`src/lrd_pkg.sv`:
```
`timescale 1ns / 1ps
`default_nettype none

package lrd_pkg;

	// Pipeline depth of each section, in cycles.
	localparam int SETUP_LAT = 6;
	localparam int DIV_STEPS = 32;
	localparam int DIV_LAT   = DIV_STEPS + 2;
	localparam int POINT_LAT = 5;
	localparam int SQRT_LAT  = 21;
	localparam int PIPE_LAT  = SETUP_LAT + DIV_LAT + POINT_LAT + SQRT_LAT;

	localparam logic [28:0]        TOL_RESET = 29'd268;
	localparam logic signed [15:0] DIR_ONE   = 16'sd16384;
	localparam logic [41:0]        SQ_MAX    = 42'h3ffffffffff;

	typedef struct packed {
		logic signed [19:0] line_origin_x;
		logic signed [19:0] line_origin_y;
		logic signed [19:0] line_origin_z;
		logic signed [15:0] line_dir_x;
		logic signed [15:0] line_dir_y;
		logic signed [15:0] line_dir_z;
		logic signed [19:0] ray_origin_x;
		logic signed [19:0] ray_origin_y;
		logic signed [19:0] ray_origin_z;
		logic signed [15:0] ray_dir_x;
		logic signed [15:0] ray_dir_y;
		logic signed [15:0] ray_dir_z;
	} query_t;

	typedef struct packed {
		logic [41:0]        squared_distance;
		logic [20:0]        distance;
		logic signed [31:0] line_param;
		logic [30:0]        ray_param;
		logic signed [31:0] near_x;
		logic signed [31:0] near_y;
		logic signed [31:0] near_z;
		logic signed [31:0] far_x;
		logic signed [31:0] far_y;
		logic signed [31:0] far_z;
	} result_t;

	// Origins and clamped directions, index 0 is x.
	typedef struct packed {
		logic [2:0][19:0] lo;
		logic [2:0][19:0] ro;
		logic [2:0][15:0] ld;
		logic [2:0][15:0] rd;
	} geom_t;

	// Data that rides alongside the dividers.
	typedef struct packed {
		geom_t              geom;
		logic signed [23:0] s0proj;
		logic               use_div;
	} side_t;

	// Setup output: numerators, determinant and sideband.
	typedef struct packed {
		side_t              side;
		logic signed [59:0] n0;
		logic signed [59:0] n1;
		logic [31:0]        det;
	} solve_t;

	// Point section output, carried alongside the square root.
	typedef struct packed {
		logic [41:0]        sq;
		logic signed [31:0] s0;
		logic [30:0]        s1;
		logic [2:0][31:0]   p0;
		logic [2:0][31:0]   p1;
	} tail_t;

endpackage

`default_nettype wire

```
`src/lrd_sqrt.sv`:
```
`timescale 1ns / 1ps
`default_nettype none

module lrd_sqrt (
	input  wire logic        clk,
	input  wire logic        en,
	input  wire logic [41:0] val,
	output logic [20:0]      root
);
	import lrd_pkg::*;

	logic [22:0] rem_q  [SQRT_LAT];
	logic [20:0] rt_q   [SQRT_LAT];
	logic [41:0] rest_q [SQRT_LAT];

	logic [22:0] rem_in  [SQRT_LAT];
	logic [20:0] rt_in   [SQRT_LAT];
	logic [41:0] rest_in [SQRT_LAT];
	logic [24:0] part    [SQRT_LAT];
	logic [24:0] trial   [SQRT_LAT];
	logic        take    [SQRT_LAT];

	// One root bit per stage, two radicand bits brought down each time.
	always_comb begin
		for (int k = 0; k < SQRT_LAT; k++) begin
			if (k == 0) begin
				rem_in[k]  = '0;
				rt_in[k]   = '0;
				rest_in[k] = val;
			end else begin
				rem_in[k]  = rem_q[k-1];
				rt_in[k]   = rt_q[k-1];
				rest_in[k] = rest_q[k-1];
			end
			part[k]  = {rem_in[k], rest_in[k][41:40]};
			trial[k] = {2'd0, rt_in[k], 2'b01};
			take[k]  = part[k] >= trial[k];
		end
	end

	always_ff @(posedge clk) begin
		if (en) begin
			for (int k = 0; k < SQRT_LAT; k++) begin
				rem_q[k]  <= take[k] ? 23'(part[k] - trial[k]) : part[k][22:0];
				rt_q[k]   <= {rt_in[k][19:0], take[k]};
				rest_q[k] <= {rest_in[k][39:0], 2'b00};
			end
		end
	end

	assign root = rt_q[SQRT_LAT-1];

endmodule

`default_nettype wire

```
`config.mk`:
```
export PLATFORM = sky130hd
export DESIGN_NAME = lrd_sqrt
export DESIGN_NICKNAME = d
export VERILOG_FILES = /design/src/lrd_pkg.sv /design/src/lrd_sqrt.sv
export SDC_FILE = /design/constraint.sdc
export NUM_CORES = 2
export LEC_CHECK = 0
export BUFFER_PORTS_ARGS = -buffer_cell sky130_fd_sc_hd__buf_4
export CORE_MARGIN = 5
export CORE_UTILIZATION = 68
export DETAILED_ROUTE_END_ITERATION = 8
export PLACE_DENSITY = 0.82
export REMOVE_ABC_BUFFERS = 1
export SYNTH_ARGS = -nofsm -noshare
export SYNTH_HDL_FRONTEND = slang
export SYNTH_SLANG_ARGS = --single-unit
```
`constraint.sdc`:
```
create_clock -name clk -period 6.65 [get_ports clk]
set_clock_uncertainty 0.1 [all_clocks]
set_input_delay 0.9975 -clock clk [delete_from_list [all_inputs] [get_ports clk]]
set_output_delay 0.9975 -clock clk [all_outputs]
set_load 0.03 [all_outputs]
```
==> run_results.csv <==
group,metric,value,unit
detailed_routing,dr.first_iter.drc_count,2169,
detailed_routing,avgRoutedWirePerCell,18.5,µm
power_and_ir_drop,power_density,323,mW/mm²
clock_tree,numCtsBuffers,106,
timing,tightest_slew,1.05,ns
worst_hold_path,min_to,"rest_q[2][73]$_DFFE_PP_",
synthesis,synth_cell_types,75,
die,row_count,99,
die,die_w,281,µm
clock_tree,ctsHoldBuffers,0,
power_and_ir_drop,power_switching,4.66,mW
clock_tree,path_clk_slew,0.06,ns
synthesis,postSynthAreaPerCell,13.1,µm²
die,ios,65,
synthesis,synth_top_flop_cell,"edfxtp_1",
die,initial_core_util,68.5,%
power_and_ir_drop,combPwrFrac,15.9,%
clock_tree,root_buffer,"clkbuf_16",
timing,rsz0062_at_grt,"no",
worst_hold_path,min_path_cells,0,
finish,drive_above_1_share,7.79,%
synthesis,synth_edf_count,1082,
finish,nets,4229,
grt,antenna_found_initial,0,
timing,hold_violations,0,
timing,fin_ws,2.67,ns
detailed_routing,wl,91.9,mm
grt,grt_pass1_wl,147,mm
finish,final_cells,4976,
clock_tree,cts.sinks,1082,
power_and_ir_drop,power,17.8,mW
flow_run,cap_violations,0,
worst_hold_path,hp-class,"flop to flop",
grt,first_global_vias,28800,
setup_path,regToRegStartpoint,"rem_q[2][69]$_DFFE_PP_",
worst_hold_path,min_from,"rest_q[2][31]$_DFFE_PP_",
setup_path,worstRegToRegCells,9,
timing,final-setup-viol-count,0,
synthesis,synth_warnings,0,
power_and_ir_drop,max-vdd-ir-drop,0.000261,V
synthesis,ys_ff_latch,1082,
detailed_routing,ant_nets,0,
timing,slew_violations,0,
power_and_ir_drop,leakage,21.1,nW
detailed_routing,vias,29500,
grt,grt_max_degree,171,
setup_path,arrival,4.30,ns
clock_tree,cts_tree,"built",
finish,area_growth,10.6,%
finish,num_antenna_cells,0,
setup_path,r2r-end,"rem_q[3][16]$_DFFE_PP_",
timing,slew_headroom,29.8,%
synthesis,yosysSeqAreaShare,65.1,%
timing,setup_tns,0,ns
clock_tree,postCtsSetupBuffers,0,
setup_path,cp-end-kind,"flop",
clock_tree,ctsLongestPathBuffers,3,
setup_path,start_kind,"flop",
setup_path,reg2reg_slack,2.67,ns
grt,overflow,0,
timing,fin_crit_sh,59.8,%
finish,fillers,4397,
clock_tree,cts-resized-gates,0,
detailed_routing,drtPass1Iterations,5,
status,status,"finished clean",
place,placed_cells,4783,
place,port_buffers,64,
power_and_ir_drop,pwr-share-clk,33.7,%
timing,timing.final.crit_period,3.98,ns
setup_path,crit_fanout,19,
detailed_routing,drc,0,
timing,max_freq,0.251,GHz
die,die-area,0.0789,mm²
power_and_ir_drop,p_seq_share,50.4,%
synthesis,synth_area,0.0499,mm²
die,die_h,281,µm
power_and_ir_drop,internal-power,13.2,mW
clock_tree,htreeDepth,3,
timing,hold_ws,0.312,ns
die,fp.coreArea,0.0728,mm²
place,globalplace.congestion,0.900,
place,dp_hpwl,62.1,mm
power_and_ir_drop,swShare,26.1,%
grt,track_usage,23.0,%
setup_path,critPathKind,"flop to flop",
detailed_routing,viasPerCell,5.93,
synthesis,async_flop_share,0,%
place,post-place-ws,2.74,ns
clock_tree,clk_latency,0.67,ns
synthesis,synthCells,3799,
setup_path,cp.required,6.97,ns
==> worst max path at each step <==
stage	startpoint	endpoint	slack, ns	depth (start not counted)
CTS	rem_q[2][69]$_DFFE_PP_	rem_q[3][16]$_DFFE_PP_	2.71	9
global route	rem_q[2][69]$_DFFE_PP_	rem_q[3][16]$_DFFE_PP_	2.51	9
detailed placement	rem_q[2][69]$_DFFE_PP_	rem_q[3][16]$_DFFE_PP_	2.74	9
global placement	rem_q[2][69]$_DFFE_PP_	rem_q[3][16]$_DFFE_PP_	2.78	9
finish	rem_q[2][69]$_DFFE_PP_	rem_q[3][16]$_DFFE_PP_	2.67	9
floorplan	rem_q[3][46]$_DFFE_PP_	rem_q[3][87]$_DFFE_PP_	0.48	9
==> flip-flops by register name (all words and copies together), names as in the netlist <==
signal and flops:
rem_q 431, rt_q 231, rest_q 420
==> cell usage in the layout (no fill, tap or decap), types with 56 or more instances in the layout <==
master,Yosys,routed
a21o_1,72,72
a21oi_1,215,215
buf_4,0,79
clkbuf_16,0,106
edfxtp_1,1082,1082
ha_1,253,253
inv_1,304,304
nand2_1,269,269
nand3_1,56,56
nor2_1,217,216
nor3_1,108,108
o21a_1,56,56
o21ai_0,212,211
xnor2_1,177,177
xor2_1,164,164
==> cells in the mapped netlist, drive strengths merged, types with 30 or more instances <==
cell type | instances | area share [%]
or3 | 45 | 0.57
nand2b | 49 | 0.61
nand3 | 56 | 0.56
ha | 253 | 6.3
xnor2 | 177 | 3.1
a21oi | 215 | 2.2
a21o | 72 | 1.1
xor2 | 164 | 2.9
nor4 | 49 | 0.61
inv | 304 | 2.3
nand4 | 30 | 0.38
nor2 | 217 | 1.6
o21a | 56 | 0.84
clkbuf | 57 | 0.43
nand2 | 269 | 2.0
o21ai | 212 | 2.1
edfxtp | 1082 | 65
nor2b | 36 | 0.47
nor3 | 108 | 1.1
==> power by group through the flow <==
stage / clock network, mW / registers (mW) / logic, mW
6_report: 6.00 / 8.99 / 2.84
5_1_grt: 6.43 / 9.05 / 3.18
4_1_cts: 6.10 / 8.98 / 2.84
3_5_place_dp: 0 / 9.11 / 2.80
3_3_place_gp: 0 / 9.08 / 2.73
2_1_floorplan: 0 / 8.93 / 2.09
==> layout make-up <==
class | count | area, µm² | share of cell area (%)
clock buffer | 125 | 2720 | 4.94
clock inverter | 68 | 810 | 1.47
inverter | 305 | 1140 | 2.08
multi-input combinational | 2351 | 16100 | 29.1
sequential | 1082 | 32500 | 58.9
tap | 959 | 1200 | 2.18
timing repair buffer | 86 | 728 | 1.32
==> cells by family after synthesis <==
| kind of cell | after synthesis | share of synthesized area, % |
|---|---|---|
| buffers and inverters | 366 | 2.78 |
| adder cells (fa/ha/maj) | 253 | 6.35 |
| multiplexers | 38 | 0.830 |
| AND/OR/NAND/NOR | 986 | 9.83 |
| flip-flops | 1082 | 65.1 |
| XOR/XNOR | 341 | 5.99 |
| other | 1 | 0.00752 |
| AO/OA/AOI/OAI | 732 | 9.07 |
==> critical path: stages (launching register included) <==
cell      delay [ns]
edfxtp_1        0.39
ha_1            0.36
o21a_1          0.16
o21a_1          0.15
o21ai_0         0.12
a311oi_1        0.66
a311o_1         0.76
inv_1           0.44
nor4b_1         0.45
xor2_1          0.12
==> stage by stage <==
stage | cell area [µm²] | util [%]
6_report | 55100 | 75.7
5_1_grt | 55100 | 75.7
4_1_cts | 55100 | 75.7
3_5_place_dp | 51600 | 70.9
3_3_place_gp | 51600 | 70.9
2_1_floorplan | 49600 | -
==> routing by layer <==
metal / vias up / track usage (%) / wire [µm]
met1: 14100 / 31.4 / 38900
met2: 880 / 38.9 / 44800
met5: - / 0 / 0
met4: 0 / 6.94 / 2560
met3: 179 / 3.70 / 5570
li1: 14300 / - / -
No activity file was read; power rests on OpenSTA's default activity.
