## src/lrd_pkg.sv

```systemverilog
`timescale 1ns / 1ps
`default_nettype none

package lrd_pkg;

	// Pipeline depth of each section, in cycles.
	localparam int SETUP_LAT = 6;
	localparam int DIV_STEPS = 32;
	localparam int DIV_LAT   = DIV_STEPS + 2;
	localparam int POINT_LAT = 5;
	localparam int SQRT_LAT  = 21;
	localparam int PIPE_LAT  = SETUP_LAT + DIV_LAT + POINT_LAT + SQRT_LAT;

	localparam logic [28:0]        TOL_RESET = 29'd268;
	localparam logic signed [15:0] DIR_ONE   = 16'sd16384;
	localparam logic [41:0]        SQ_MAX    = 42'h3ffffffffff;

	typedef struct packed {
		logic signed [19:0] line_origin_x;
		logic signed [19:0] line_origin_y;
		logic signed [19:0] line_origin_z;
		logic signed [15:0] line_dir_x;
		logic signed [15:0] line_dir_y;
		logic signed [15:0] line_dir_z;
		logic signed [19:0] ray_origin_x;
		logic signed [19:0] ray_origin_y;
		logic signed [19:0] ray_origin_z;
		logic signed [15:0] ray_dir_x;
		logic signed [15:0] ray_dir_y;
		logic signed [15:0] ray_dir_z;
	} query_t;

	typedef struct packed {
		logic [41:0]        squared_distance;
		logic [20:0]        distance;
		logic signed [31:0] line_param;
		logic [30:0]        ray_param;
		logic signed [31:0] near_x;
		logic signed [31:0] near_y;
		logic signed [31:0] near_z;
		logic signed [31:0] far_x;
		logic signed [31:0] far_y;
		logic signed [31:0] far_z;
	} result_t;

	// Origins and clamped directions, index 0 is x.
	typedef struct packed {
		logic [2:0][19:0] lo;
		logic [2:0][19:0] ro;
		logic [2:0][15:0] ld;
		logic [2:0][15:0] rd;
	} geom_t;

	// Data that rides alongside the dividers.
	typedef struct packed {
		geom_t              geom;
		logic signed [23:0] s0proj;
		logic               use_div;
	} side_t;

	// Setup output: numerators, determinant and sideband.
	typedef struct packed {
		side_t              side;
		logic signed [59:0] n0;
		logic signed [59:0] n1;
		logic [31:0]        det;
	} solve_t;

	// Point section output, carried alongside the square root.
	typedef struct packed {
		logic [41:0]        sq;
		logic signed [31:0] s0;
		logic [30:0]        s1;
		logic [2:0][31:0]   p0;
		logic [2:0][31:0]   p1;
	} tail_t;

endpackage

`default_nettype wire

```

## src/lrd_div.sv

```systemverilog
`timescale 1ns / 1ps
`default_nettype none

module lrd_div (
	input  wire logic               clk,
	input  wire logic               en,
	input  wire logic signed [59:0] num,
	input  wire logic [31:0]        det,
	output logic signed [31:0]      quo
);
	import lrd_pkg::*;

	logic [37:0] rem_q [DIV_STEPS + 1];
	logic [31:0] low_q [DIV_STEPS + 1];
	logic [31:0] qb_q  [DIV_STEPS + 1];
	logic [37:0] dvs_q [DIV_STEPS + 1];
	logic        neg_q [DIV_STEPS + 1];
	logic        ovf_q [DIV_STEPS + 1];
	logic signed [31:0] res_q;

	logic [59:0] mag, a_in;
	logic [37:0] dvs_in;
	logic [37:0] trial [DIV_STEPS + 1];
	logic        take  [DIV_STEPS + 1];
	logic [31:0] qf;

	// Rounded division: (|num| + 32 det) / (64 det), sign applied afterward.
	always_comb begin
		mag    = num[59] ? 60'(-num) : 60'(num);
		a_in   = mag + {23'd0, det, 5'd0};
		dvs_in = {det, 6'd0};
	end

	// One quotient bit per stage, restoring.
	always_comb begin
		trial[0] = '0;
		take[0]  = 1'b0;
		for (int k = 1; k <= DIV_STEPS; k++) begin
			trial[k] = {rem_q[k-1][36:0], low_q[k-1][31]};
			take[k]  = trial[k] >= dvs_q[k-1];
		end
	end

	always_ff @(posedge clk) begin
		if (en) begin
			rem_q[0] <= {10'd0, a_in[59:32]};
			low_q[0] <= a_in[31:0];
			qb_q[0]  <= '0;
			dvs_q[0] <= dvs_in;
			neg_q[0] <= num[59];
			ovf_q[0] <= {10'd0, a_in[59:32]} >= dvs_in;
			for (int k = 1; k <= DIV_STEPS; k++) begin
				rem_q[k] <= take[k] ? trial[k] - dvs_q[k-1] : trial[k];
				low_q[k] <= {low_q[k-1][30:0], 1'b0};
				qb_q[k]  <= {qb_q[k-1][30:0], take[k]};
				dvs_q[k] <= dvs_q[k-1];
				neg_q[k] <= neg_q[k-1];
				ovf_q[k] <= ovf_q[k-1];
			end
		end
	end

	// Apply the sign and saturate to 32 signed bits.
	always_comb begin
		qf = qb_q[DIV_STEPS];
	end

	always_ff @(posedge clk) begin
		if (en) begin
			if (neg_q[DIV_STEPS]) begin
				if (ovf_q[DIV_STEPS] || qf > 32'h80000000) begin
					res_q <= 32'sh80000000;
				end else begin
					res_q <= -$signed(qf);
				end
			end else begin
				if (ovf_q[DIV_STEPS] || qf > 32'h7fffffff) begin
					res_q <= 32'sh7fffffff;
				end else begin
					res_q <= $signed(qf);
				end
			end
		end
	end

	assign quo = res_q;

endmodule

`default_nettype wire

```

## config.mk

```make
export PLATFORM = sky130hd
export DESIGN_NAME = lrd_div
export DESIGN_NICKNAME = d
export VERILOG_FILES = /design/src/lrd_pkg.sv /design/src/lrd_div.sv
export SDC_FILE = /design/constraint.sdc
export NUM_CORES = 2
export LEC_CHECK = 0
export ABC_AREA = 0
export BUFFER_PORTS_ARGS = -buffer_cell sky130_fd_sc_hd__buf_4
export CELL_PAD_IN_SITES_DETAIL_PLACEMENT = 1
export CELL_PAD_IN_SITES_GLOBAL_PLACEMENT = 1
export CORE_AREA = 4 4 667 669
export CTS_BUF_LIST = sky130_fd_sc_hd__clkbuf_4 sky130_fd_sc_hd__clkbuf_8 sky130_fd_sc_hd__clkbuf_16
export DETAILED_ROUTE_END_ITERATION = 10
export DIE_AREA = 0 0 671 673
export PLACE_DENSITY = 0.68
export SLEW_MARGIN = 40
export SYNTH_ARGS = -nofsm -noshare
export SYNTH_HDL_FRONTEND = slang
export SYNTH_MEMORY_MAX_BITS = 65536
export SYNTH_SLANG_ARGS = --single-unit
```

## constraint.sdc

```tcl
create_clock -name clk -period 8.3 [get_ports clk]
set_input_delay 1.66 -clock clk [delete_from_list [all_inputs] [get_ports clk]]
set_output_delay 1.66 -clock clk [all_outputs]
set_load 0.05 [all_outputs]
```

==> run_results.csv <==
group,metric,value,unit
logic_synthesis,synth_compound_area_share,11.97,%
global_route,antenna_found_initial,12,
timing,finalCritPeriodShare,93.06,%
timing,tightest_slew,0.9910,ns
floorplan,pin_count,126,
global_route,grt_max_degree,165,
power_and_ir_drop,p_int,0.04340,W
clock_network,clk_path_buf_depth,4,
logic_synthesis,ys_warn_count,0,
clock_network,clk_latency,0.97,ns
critical_path,r2r_cells,14,
layout,syn_to_final_growth,13.09,%
clock_network,clkTransAtPathRegs,0.06,ns
critical_path,max_stage_delay,0.55,ns
floorplan,design.die.area,0.4516,mm²
routing,via_count,103700,
critical_path,cp_num_buf_inv,3,
routing,drtPass1Iterations,8,
logic_synthesis,ys.flop_type,"edfxtp_1",
min_path,min-delay-path-class,"flip-flop to flip-flop",
floorplan,die_w,671,µm
clock_network,post_cts_buffers,0,
power_and_ir_drop,seq_power_share,37.7,%
logic_synthesis,async_reset_ff_share,0,%
routing,routedWlPerCell,20.31,µm
routing,drc,0,
logic_synthesis,synth_top_family_by_area,"compound AO/OA/AOI/OAI gates",
logic_synthesis,ys_seq_elements,3353,
power_and_ir_drop,swShare,34.72,%
critical_path,path_depth,30,
floorplan,dieHeight,673,µm
layout,drive_gt1_share,9.413,%
power_and_ir_drop,ir_drop,0.0001826,V
layout,multiInputGateArea,0.05993,mm²
logic_synthesis,syn_area,0.1661,mm²
layout,mostFrequentLayoutCells,"edfxtp_1 (3353), inv_1 (1322), nand2_1 (1092), ha_1 (1072), o21ai_0 (977)",
logic_synthesis,synth_xor_area_share,4.730,%
logic_synthesis,synth_top_area_share,60.62,%
routing,via_per_inst,5.187,
layout,layout_commonest_cell,"edfxtp_1",
timing,slew_violations,0,
global_route,groute.usage.overall,17.66,%
job,maxCapViolations,0,
global_route,grt_pass1_wl,631700,µm
clock_network,cts_tree,"done",
power_and_ir_drop,p_leak,74.24,nW
clock_network,cts_made_buffers,371,
critical_path,required,9.00,ns
logic_synthesis,synth_nets,14600,
timing,max_clock_freq,129.5,MHz
timing,whs,0.3752,ns
timing,max-slew-margin-rel,33.93,%
critical_path,crit_family,"compound AO/OA/AOI/OAI gates",
critical_path,crit_path_start_kind,"primary input",
logic_synthesis,yosys.area_share.simple,8.466,%
floorplan,core-area,0.4381,mm²
critical_path,path_common_cell,"o21ai_0",
clock_network,clockRootBuffer,"clkbuf_16",
critical_path,crit_type,"primary input to flip-flop",
global_route,grt_pass1_vias,109300,
logic_synthesis,synth_area_leaders,"edfxtp_1 (61%), ha_1 (8.1%), inv_1 (3.0%)",
clock_network,cts_hold_buf,0,
timing,fin_crit,7.724,ns
floorplan,placementRows,243,
timing,finalSetupViolCount,0,
layout,nets,15000,
outcome,status,"completed",
critical_path,critPathCaptureType,"flip-flop",
min_path,holdPathStages,0,
logic_synthesis,ys_seq_area_share,60.62,%
power_and_ir_drop,powerDensity,353.9,mW/mm²
timing,fin_skew,0.06371,ns
timing,finalHoldViolations,0,
routing,drtIter0Drc,5713,
timing,grt_setup_unrepaired,"false",
logic_synthesis,netlist_instances,13400,
critical_path,cpMaxStageDelayCell,"or4_4",
logic_synthesis,synth_edf_count,3353,
floorplan,start_util,37.91,%
power_and_ir_drop,p_sw,0.02309,W
layout,fill_cells,45930,
logic_synthesis,muxShareOfSynthArea,2.184,%
logic_synthesis,synth_top_area_cell,"edfxtp_1",
critical_path,arrival,8.42,ns
layout,seq_area,0.1007,mm²
placement,place_congestion,0.8881,
clock_network,cts-resized-gates,0,
routing,drt_wl_total,406000,µm
logic_synthesis,synth_area_per_cell,12.39,µm²
power_and_ir_drop,comb_power_share,37.0,%
clock_network,cts_htree_levels,5,
logic_synthesis,synthAdderAreaFrac,8.461,%
placement,io_buffers,125,
placement,post-dp-hpwl,309400,µm
timing,setup_tns,0,ns
clock_network,cts_sinks,3353,
global_route,overflow,0,
logic_synthesis,ys_types,89,
power_and_ir_drop,p_clk_share,25.3,%
critical_path,critPathMaxFanout,6,
routing,detail-route-antenna-nets,0,
-- worst reg2reg max path: cells and delay by family, from the launching register on --
family	cells	cell delay [ns]
fa+ha+maj	1	0.36
buf+inv	3	0.69
compound gates	8	2.93
simple gates	1	0.18
mux	1	0.30
flops	1	0.36
-- synth_stat cells, drive strengths merged (16+ instances only) --
library cell,number
and4,21
a221oi,18
and3,82
nand2,1092
a211oi,89
fa,32
nand4b,16
o21bai,104
or3,59
and2,32
nor2,569
o211ai,53
mux2,291
nor2b,150
nand4,141
xnor2,512
o41ai,40
nor3b,17
clkbuf,228
nor4,57
o21ai,982
xor2,385
o22ai,20
nor4b,28
edfxtp,3353
inv,1322
o31ai,106
or2,54
o21a,127
a21o,401
a211o,28
ha,1072
nand2b,166
a31oi,87
buf,27
or4,32
a21boi,30
mux2i,35
a21oi,888
nand3,190
nor3,186
a31o,25
o31a,25
o311ai,37
-- flip-flops by register name, summed over array words and instances (netlist names) --
name,cells
dvs_q,1024
low_q,528
neg_q,33
ovf_q,33
qb_q,528
quo,32
rem_q,1175
-- routing by layer --
| layer | global-route usage [%] | vias up | part of all wire, % |
|---|---|---|---|
| li1 | - | 50250 | - |
| met1 | 19.98 | 51340 | 39 |
| met2 | 33.63 | 1381 | 53 |
| met3 | 1.913 | 727 | 2.7 |
| met4 | 7.080 | 2 | 4.4 |
| met5 | 0 | - | 0.0032 |
-- power by group through the flow --
stage,combinational (W),sequential [W],clock [W]
CTS,0.0248,0.0251,0.0173
finish,0.0246,0.0251,0.0168
floorplan,0.0182,0.0244,0
global placement,0.0239,0.0253,0
global route,0.0276,0.0254,0.0181
detailed placement,0.0246,0.0254,0
-- worst paths after layout --
check	start	end	slack, ns
max	num[3]	ovf_q[0][0]	0.58
min	low_q[0][476]	low_q[0][509]	0.38
max reg2reg	dvs_q[0][1072]	rem_q[0][1138]	3.23
min reg2reg	low_q[0][476]	low_q[0][509]	0.38
-- through the flow --
step           power (W)  instances  cell area [µm²]  setup WS [ns]  util (%)
6_report         0.06649      19990           187800         0.5762     42.88
5_1_grt          0.07104      19990           187800         0.3072     42.87
4_1_cts          0.06722      19980           187700         0.6972     42.84
3_5_place_dp     0.05001      19300           175200        -0.2863     40.00
3_3_place_gp     0.04922      19300           175000        -0.3365     39.95
2_1_floorplan    0.04261      13400           166100         0.4271         -
-- cell families after synthesis --
| logic type | Yosys count |
|---|---|
| multiplexers | 326 |
| buffers and inverters | 1577 |
| flip-flops | 3353 |
| XOR/XNOR | 897 |
| AND/OR/NAND/NOR | 2929 |
| AO/OA/AOI/OAI | 3217 |
| adder cells (fa/ha/maj) | 1104 |
-- cell type report --
type | count | share of cell area, %
Multi-Input combinational cell | 8473 | 31.90
Clock buffer | 437 | 5.271
Clock inverter | 243 | 1.357
Sequential cell | 3353 | 53.60
Tap cell | 5880 | 3.916
Inverter | 1322 | 2.642
Antenna cell | 4 | 0.005329
Timing Repair Buffer | 280 | 1.307
No activity file was read; power rests on OpenSTA's default activity.
